$ cat src/rtl/rhc_pkg.sv
// rhc_pkg: widths, constants and the item type shared by the colour converter
// modules. No dependencies.
package rhc_pkg;

  localparam int PIX_W         = 8;
  localparam int HUE_W         = 15;
  localparam int HUE_FRAC_BITS = 6;

  // full turn in hue units and the quotient width that can hold it
  localparam int HUE_FULL_INT = 360 * (2 ** HUE_FRAC_BITS);
  localparam int HUE_QW       = $clog2(HUE_FULL_INT + 1);

  // divisors are twice an 8-bit value
  localparam int DIV_DW = PIX_W + 1;
  localparam int HUE_AW = HUE_QW + DIV_DW;
  localparam int SAT_QW = PIX_W;
  localparam int SAT_AW = SAT_QW + DIV_DW;

  // 360 * 255 needs 17 bits
  localparam int NUMER_W = 17;

  localparam int FIFO_DEPTH = 4;
  localparam int FIFO_AW    = $clog2(FIFO_DEPTH);
  localparam int FIFO_CW    = $clog2(FIFO_DEPTH + 1);

  localparam logic [HUE_QW-1:0] HUE_FULL = HUE_QW'(HUE_FULL_INT);

  // a_hue / a_sat start as the dividend and end as {remainder, quotient}
  typedef struct packed {
    logic [HUE_AW-1:0] a_hue;
    logic [DIV_DW-1:0] d_hue;
    logic [SAT_AW-1:0] a_sat;
    logic [DIV_DW-1:0] d_sat;
    logic              grey;
    logic              black;
    logic [PIX_W-1:0]  value;
  } rhc_item_t;

endpackage

$ cat src/rtl/rhc_front.sv
// rhc_front: takes a pixel transaction, finds max/min and the hue sector and
// registers the dividends and divisors for the back end. Uses rhc_pkg.
module rhc_front (
  input  logic                      clk,
  input  logic                      rst,
  input  logic                      in_valid,
  output logic                      in_stall,
  input  logic [rhc_pkg::PIX_W-1:0] green_in,
  input  logic [rhc_pkg::PIX_W-1:0] red_in,
  input  logic [rhc_pkg::PIX_W-1:0] blue_in,
  output logic                      push,
  input  logic                      fifo_full,
  output rhc_pkg::rhc_item_t        item
);
  import rhc_pkg::*;

  logic [PIX_W-1:0]   mx, mn, delta, diff;
  logic               red_max, green_max, diff_pos;
  logic [NUMER_W-1:0] base, numer, diff60;
  logic               item_vld;
  logic               ready;
  rhc_item_t          item_next;

  assign ready    = !item_vld || !fifo_full;
  assign in_stall = !ready;
  assign push     = item_vld && !fifo_full;

  always_comb begin
    mx = (red_in > green_in) ? red_in : green_in;
    if (blue_in > mx) mx = blue_in;
    mn = (red_in < green_in) ? red_in : green_in;
    if (blue_in < mn) mn = blue_in;
    delta = mx - mn;

    red_max   = (mx == red_in);
    green_max = !red_max && (mx == green_in);

    // sector offset and signed difference taken as sign and magnitude
    priority if (red_max) begin
      diff_pos = (green_in >= blue_in);
      diff     = diff_pos ? green_in - blue_in : blue_in - green_in;
      base     = diff_pos ? '0 : NUMER_W'(360) * NUMER_W'(delta);
    end else if (green_max) begin
      diff_pos = (blue_in >= red_in);
      diff     = diff_pos ? blue_in - red_in : red_in - blue_in;
      base     = NUMER_W'(120) * NUMER_W'(delta);
    end else begin
      diff_pos = (red_in >= green_in);
      diff     = diff_pos ? red_in - green_in : green_in - red_in;
      base     = NUMER_W'(240) * NUMER_W'(delta);
    end

    diff60 = NUMER_W'(60) * NUMER_W'(diff);
    numer  = diff_pos ? base + diff60 : base - diff60;

    // round to nearest: (2*numer*2^F + delta) / (2*delta)
    item_next.a_hue = (HUE_AW'(numer) << (HUE_FRAC_BITS + 1)) + HUE_AW'(delta);
    item_next.d_hue = {delta, 1'b0};
    item_next.a_sat = SAT_AW'(510) * SAT_AW'(delta) + SAT_AW'(mx);
    item_next.d_sat = {mx, 1'b0};
    item_next.grey  = (delta == '0);
    item_next.black = (mx == '0);
    item_next.value = mx;
  end

  always_ff @(posedge clk) begin
    if (rst) begin
      item_vld <= 1'b0;
    end else if (ready) begin
      item_vld <= in_valid;
    end
  end

  always_ff @(posedge clk) begin
    if (ready && in_valid) begin
      item <= item_next;
    end
  end

endmodule

$ cat src/rtl/rhc_fifo.sv
// rhc_fifo: short queue between front and back end, first-word fall-through.
// Uses rhc_pkg for the item type and depth.
module rhc_fifo (
  input  logic               clk,
  input  logic               rst,
  input  logic               push,
  input  rhc_pkg::rhc_item_t wr_data,
  output logic               full,
  input  logic               pop,
  output rhc_pkg::rhc_item_t rd_data,
  output logic               empty
);
  import rhc_pkg::*;

  rhc_item_t          mem [FIFO_DEPTH];
  logic [FIFO_AW-1:0] wr_ptr, rd_ptr;
  logic [FIFO_CW-1:0] count;

  assign full    = (count == FIFO_CW'(FIFO_DEPTH));
  assign empty   = (count == '0);
  assign rd_data = mem[rd_ptr];

  always_ff @(posedge clk) begin
    if (rst) begin
      wr_ptr <= '0;
      rd_ptr <= '0;
      count  <= '0;
    end else begin
      if (push) wr_ptr <= (wr_ptr == FIFO_AW'(FIFO_DEPTH - 1)) ? '0 : wr_ptr + 1'b1;
      if (pop)  rd_ptr <= (rd_ptr == FIFO_AW'(FIFO_DEPTH - 1)) ? '0 : rd_ptr + 1'b1;
      if (push && !pop)      count <= count + 1'b1;
      else if (pop && !push) count <= count - 1'b1;
    end
  end

  always_ff @(posedge clk) begin
    if (push) begin
      mem[wr_ptr] <= wr_data;
    end
  end

  a_no_overflow: assert property (@(posedge clk) disable iff (rst)
    count <= FIFO_CW'(FIFO_DEPTH))
    else $error("queue count beyond depth");

  a_no_bad_push: assert property (@(posedge clk) disable iff (rst)
    full |-> !push)
    else $error("push into full queue");

  a_no_bad_pop: assert property (@(posedge clk) disable iff (rst)
    empty |-> !pop)
    else $error("pop from empty queue");

endmodule

$ cat src/rtl/rhc_back.sv
// rhc_back: pipelined restoring dividers for hue and saturation, one quotient
// bit per stage, then wrap and output register. Uses rhc_pkg.
module rhc_back (
  input  logic                      clk,
  input  logic                      rst,
  input  rhc_pkg::rhc_item_t        rd_data,
  input  logic                      empty,
  output logic                      pop,
  output logic                      out_valid,
  input  logic                      out_stall,
  output logic [rhc_pkg::HUE_W-1:0] hue_out,
  output logic [rhc_pkg::PIX_W-1:0] saturation_out,
  output logic [rhc_pkg::PIX_W-1:0] value_out
);
  import rhc_pkg::*;

  function automatic logic [HUE_AW-1:0] hue_step(input logic [HUE_AW-1:0] a,
                                                 input logic [DIV_DW-1:0] d);
    logic [DIV_DW:0] r;
    logic [DIV_DW:0] s;
    r = a[HUE_AW-1 -: DIV_DW+1];
    s = r - {1'b0, d};
    if (r >= {1'b0, d}) return {s[DIV_DW-1:0], a[HUE_QW-2:0], 1'b1};
    else                return {r[DIV_DW-1:0], a[HUE_QW-2:0], 1'b0};
  endfunction

  function automatic logic [SAT_AW-1:0] sat_step(input logic [SAT_AW-1:0] a,
                                                 input logic [DIV_DW-1:0] d);
    logic [DIV_DW:0] r;
    logic [DIV_DW:0] s;
    r = a[SAT_AW-1 -: DIV_DW+1];
    s = r - {1'b0, d};
    if (r >= {1'b0, d}) return {s[DIV_DW-1:0], a[SAT_QW-2:0], 1'b1};
    else                return {r[DIV_DW-1:0], a[SAT_QW-2:0], 1'b0};
  endfunction

  rhc_item_t         pipe_q  [HUE_QW+1];
  rhc_item_t         stage_nx[HUE_QW];
  logic [HUE_QW:0]   pipe_vld;
  logic              en;
  logic [HUE_QW-1:0] quot, hue_wrap;
  rhc_item_t         last;

  // whole pipe moves unless a finished transaction is held at the output
  assign en  = !(out_valid && out_stall);
  assign pop = en && !empty;

  always_comb begin
    for (int k = 0; k < HUE_QW; k++) begin
      stage_nx[k]       = pipe_q[k];
      stage_nx[k].a_hue = hue_step(pipe_q[k].a_hue, pipe_q[k].d_hue);
      if (k < SAT_QW) begin
        stage_nx[k].a_sat = sat_step(pipe_q[k].a_sat, pipe_q[k].d_sat);
      end
    end
  end

  assign last     = pipe_q[HUE_QW];
  assign quot     = last.a_hue[HUE_QW-1:0];
  assign hue_wrap = (quot >= HUE_FULL) ? quot - HUE_FULL : quot;

  always_ff @(posedge clk) begin
    if (rst) begin
      pipe_vld  <= '0;
      out_valid <= 1'b0;
    end else if (en) begin
      pipe_vld  <= {pipe_vld[HUE_QW-1:0], !empty};
      out_valid <= pipe_vld[HUE_QW];
    end
  end

  always_ff @(posedge clk) begin
    if (en) begin
      pipe_q[0] <= rd_data;
      for (int k = 0; k < HUE_QW; k++) begin
        pipe_q[k+1] <= stage_nx[k];
      end
      hue_out        <= last.grey  ? '0 : HUE_W'(hue_wrap);
      saturation_out <= last.black ? '0 : last.a_sat[SAT_QW-1:0];
      value_out      <= last.value;
    end
  end

  a_black_zero: assert property (@(posedge clk) disable iff (rst)
    out_valid && (value_out == '0) |-> (hue_out == '0) && (saturation_out == '0))
    else $error("black pixel with non-zero hue or saturation");

  a_grey_hue: assert property (@(posedge clk) disable iff (rst)
    en && pipe_vld[HUE_QW] && last.grey |=> out_valid && (hue_out == '0))
    else $error("grey pixel with non-zero hue");

  a_hold: assert property (@(posedge clk) disable iff (rst)
    !en |=> out_valid)
    else $error("held transaction dropped");

endmodule

$ cat src/rtl/rgb_to_hsv_converter_top.sv
// rgb_to_hsv_converter_top: the hue is computed by a one-bit-per-stage divider
// with 6 hue fraction bits, HUE_QW quotient bits in all.
// Throughput is one pixel transaction per cycle when the output is not stalled.
// The front end, a 4-entry queue and the divider pipe stall independently.
// Synchronous active-high reset empties every stage and the queue; no clearing
// pass is needed. Depends on rhc_pkg, rhc_front, rhc_fifo and rhc_back.
module rgb_to_hsv_converter_top (
  input  logic                      clk,
  input  logic                      rst,
  input  logic                      in_valid,
  output logic                      in_stall,
  input  logic [rhc_pkg::PIX_W-1:0] green_in,
  input  logic [rhc_pkg::PIX_W-1:0] red_in,
  input  logic [rhc_pkg::PIX_W-1:0] blue_in,
  output logic                      out_valid,
  input  logic                      out_stall,
  output logic [rhc_pkg::HUE_W-1:0] hue_out,
  output logic [rhc_pkg::PIX_W-1:0] saturation_out,
  output logic [rhc_pkg::PIX_W-1:0] value_out
);
  import rhc_pkg::*;

  rhc_item_t fe_item, q_item;
  logic      push, full, pop, empty;

  rhc_front u_front (
    .clk       (clk),
    .rst       (rst),
    .in_valid  (in_valid),
    .in_stall  (in_stall),
    .green_in  (green_in),
    .red_in    (red_in),
    .blue_in   (blue_in),
    .push      (push),
    .fifo_full (full),
    .item      (fe_item)
  );

  rhc_fifo u_fifo (
    .clk     (clk),
    .rst     (rst),
    .push    (push),
    .wr_data (fe_item),
    .full    (full),
    .pop     (pop),
    .rd_data (q_item),
    .empty   (empty)
  );

  rhc_back u_back (
    .clk            (clk),
    .rst            (rst),
    .rd_data        (q_item),
    .empty          (empty),
    .pop            (pop),
    .out_valid      (out_valid),
    .out_stall      (out_stall),
    .hue_out        (hue_out),
    .saturation_out (saturation_out),
    .value_out      (value_out)
  );

endmodule

$ cat config.mk
export PLATFORM = sky130hd
export DESIGN_NAME = rgb_to_hsv_converter_top
export DESIGN_NICKNAME = d
export VERILOG_FILES = /design/src/rtl/rhc_pkg.sv /design/src/rtl/rhc_front.sv /design/src/rtl/rhc_fifo.sv /design/src/rtl/rhc_back.sv /design/src/rtl/rgb_to_hsv_converter_top.sv
export SDC_FILE = /design/constraint.sdc
export NUM_CORES = 2
export LEC_CHECK = 0
export CAP_MARGIN = 10
export CORE_MARGIN = 4
export CORE_UTILIZATION = 23
export DETAILED_ROUTE_END_ITERATION = 16
export DONT_BUFFER_PORTS = 1
export GPL_TIMING_DRIVEN = 1
export PLACE_DENSITY_LB_ADDON = 0.25
export SYNTH_ARGS = -nofsm -noshare
export SYNTH_HDL_FRONTEND = slang
export SYNTH_HIERARCHICAL = 1
export SYNTH_SLANG_ARGS = --single-unit
$ cat constraint.sdc
create_clock -name clk -period 52.7 [get_ports clk]
set_clock_uncertainty 0.2 [all_clocks]
set_input_delay 5.27 -clock clk [delete_from_list [all_inputs] [get_ports clk]]
set_output_delay 5.27 -clock clk [all_outputs]
set_load 0.02 [all_outputs]
==> impl_metrics.toml <==
[final_layout]
synthToLayoutAreaGrowth_pct = 14.4
n_antenna_cell = 0
layout.cell_area.non_filler_um2 = 71300
nets = 4891
drive_above_1_share = 0.109
seq_area_um2 = 39500
layout.cells.most_common = "edfxtp_1"
commonest_cells_after_routing_fill_and_taps_aside = "edfxtp_1, inv_1, ha_1"
multi_input_comb_area_um2 = 20500
n_fill_cell = 27376

[synth]
postSynthAreaPerCell_um2 = 14.6
synthArstFlopShare = 0
syn-cell-area_um2 = 62300
synth_warnings = 6
netlist_instances = 4269
synth-edff-count = 1298
ys_seq_area_frac = 0.634
synthDistinctLibCells = 95
ys.flop_type = "edfxtp_1"
postSynthRegisterBits = 1325

[sta]
rsz0062_at_grt = "false"
maxClockFrequency_mhz = 63.4
tightest_slew_margin_relative_to_the_limit = 0.219
fin_crit_ns = 15.77
final-hold-violation-count = 0
drv_slew = 0
tns_ns = 0
setup_ws_ns = 36.93
finalCritPeriodShare = 0.299
worst_pin_slew_ns = 1.17
setup_viol = 0

[placement]
placedInstanceArea_um2 = 66600
preCtsSetupSlack_ns = 36.13
finalWeightedCongestion = 0.819
portBuffers = 0
post-dp-hpwl_um = 86300

[global_route]
grt_max_degree = 181
globalRouteOverflowTotal = 0
antenna_found_initial = 1
wire_length_of_the_first_global_routing_pass_um = 198000
global_route.usage.total = 0.0884
first_global_vias = 34411

[setup_path]
path_class = "in -> reg"
timing.critical_path.required_ns = 53.00
r2r-start = "u_back/out_valid"
cpPeakStageDelay_ns = 0.63
cp_slowest_cell = "mux2i_1"
crit_path_end_kind = "flip-flop"
timing.critical_path.max_delay_family = "adder cells"
crit_arrival_ns = 16.07
path_buf_inv = 8
critical_path.startpoint_type = "primary input"
setup.reg_to_reg.worst_slack_ns = 47.77
r2r-end = "u_back/pipe_q[0][444]"
critical_path.max_fanout = 17
worst-r2r-cell-count = 5

[cts]
htree_num_levels = 4
cts_buffer_depth = 4
worst_setup_hold_path_clk_slew_ns = 0.06
clock_tree.root_cell = "clkbuf_16"
worstSkewPairLatency_ns = 0.80
ctsResizeCount = 0
clock-sinks = 1325
tritoncts = "built"
setup_buffers_after_cts = 0
cts.hold.buffers_added = 0
cts_buffers = 154

[drt]
wl_cell_um = 15.6
drc = 0
first_pass_iters = 5
route.antenna.remaining_nets = 0
first_iter_violations = 1737
detail_route.vias_per_cell = 4.11
detail_route.wirelength_um = 126000
count_of_vias_placed_by_the_detailed_router = 33025

[min_path]
worst_hold_path.endpoint = "u_back/pipe_q[1][25]"
worst_hold_path.num_cells = 0
worst_hold_startpoint = "u_back/pipe_q[0][507]"
worst_hold_path_type = "reg -> reg"

[die]
die-area_um2 = 279000
die_y_um = 528
num_rows = 190
io_pins = 61
die-width_um = 528
core_area_um2 = 269000
start_util = 0.232

[run]
number_of_max_cap_violations = 0

[outcome]
outcome = "finished clean"
[worst max path at each step]
stage	end	startpoint	slack, ns	depth (start not counted)
2_1_floorplan	u_back/hue_out[0]	out_stall	18.80	4
3_3_place_gp	u_front/item[35]	red_in[0]	36.13	42
3_5_place_dp	u_front/item[35]	red_in[0]	36.13	46
4_1_cts	u_front/item[35]	red_in[0]	36.93	46
5_1_grt	u_front/item[35]	red_in[0]	35.99	46
6_report	u_front/item[35]	red_in[0]	36.93	42
[Yosys cell counts, types with 13 or more instances]
cell type,n,area (um2)
edfxtp_1,1298,39000
inv_1,482,1810
ha_1,392,4900
a21oi_1,270,1350
nor2_1,157,589
xnor2_1,150,1310
nand2_1,149,559
mux2_2,98,1100
fa_1,86,1720
o21ai_0,86,430
mux4_2,69,1550
nor3_1,68,340
a21o_1,63,473
o21a_1,63,473
nand3_1,62,310
mux2i_1,61,611
nor2b_1,52,325
a21boi_0,49,368
o211ai_1,48,360
xor2_1,47,412
o21bai_1,39,293
nand4_1,38,238
o31ai_1,33,248
buf_4,28,210
dfxtp_1,27,541
and3_1,21,131
a211o_1,20,175
a31oi_1,20,125
clkbuf_1,19,71.3
a211oi_1,16,120
o32ai_1,16,140
buf_2,15,75.1
nor2_2,14,87.6
o21ai_1,14,70.1
inv_2,13,48.8
[cell families (layout without fill, tap and decap cells)]
logic type	after synthesis	in the layout	synth area share
DFF	1325	1325	0.634
AOI/OAI and AO/OA	825	825	0.0877
and+or+nand+nor	631	631	0.0503
buffers and inverters	570	789	0.0377
adders and majority gates	479	479	0.107
muxes	240	240	0.0554
xor gates and xnor gates	198	198	0.0280
other	1	3	0.0000602
[state kept, by name (all words and copies together), names as in the netlist, named ones only]
name	count
u_back/value_out	8
u_back/pipe_q	942
u_fifo/rd_ptr	2
u_fifo/count	3
u_front/item	49
u_back/saturation_out	8
u_back/pipe_vld	16
u_back/hue_out	15
u_fifo/wr_ptr	2
u_back/out_valid	1
u_fifo/mem	276
u_front/item_vld	1
[worst reg2reg max path: cells and delay by family (launching register included)]
family / cells / cell delay [ns]
flip-flops: 1 / 0.37
AND/OR/NAND/NOR: 1 / 0.46
buffers and inverters: 4 / 3.10
[routing by layer]
layer	track usage	share of wire
met5	0	0
met2	0.153	0.49
met4	0.0298	0.032
met1	0.109	0.44
met3	0.0184	0.040
[stage by stage]
step,utilization,std cells,hold slack (ns)
finish,0.265,8042,0.181
global route,0.265,8042,0.187
CTS,0.265,8042,0.178
detailed placement,0.248,7781,0.205
global placement,0.248,7781,0.200
floorplan,-,4271,0.200
[final cells by class]
class / instances / share of cell area
clock buffers: 180 / 0.0562
clock inverters: 81 / 0.0101
inverters: 495 / 0.0262
multi-input cells: 2376 / 0.287
flip-flops and latches: 1325 / 0.554
well taps: 3552 / 0.0623
repair buffers: 33 / 0.00365
Power is left out: the tool's default activity adds up to more than one toggle a clock period on the data nets, which glitch-free logic cannot reach.
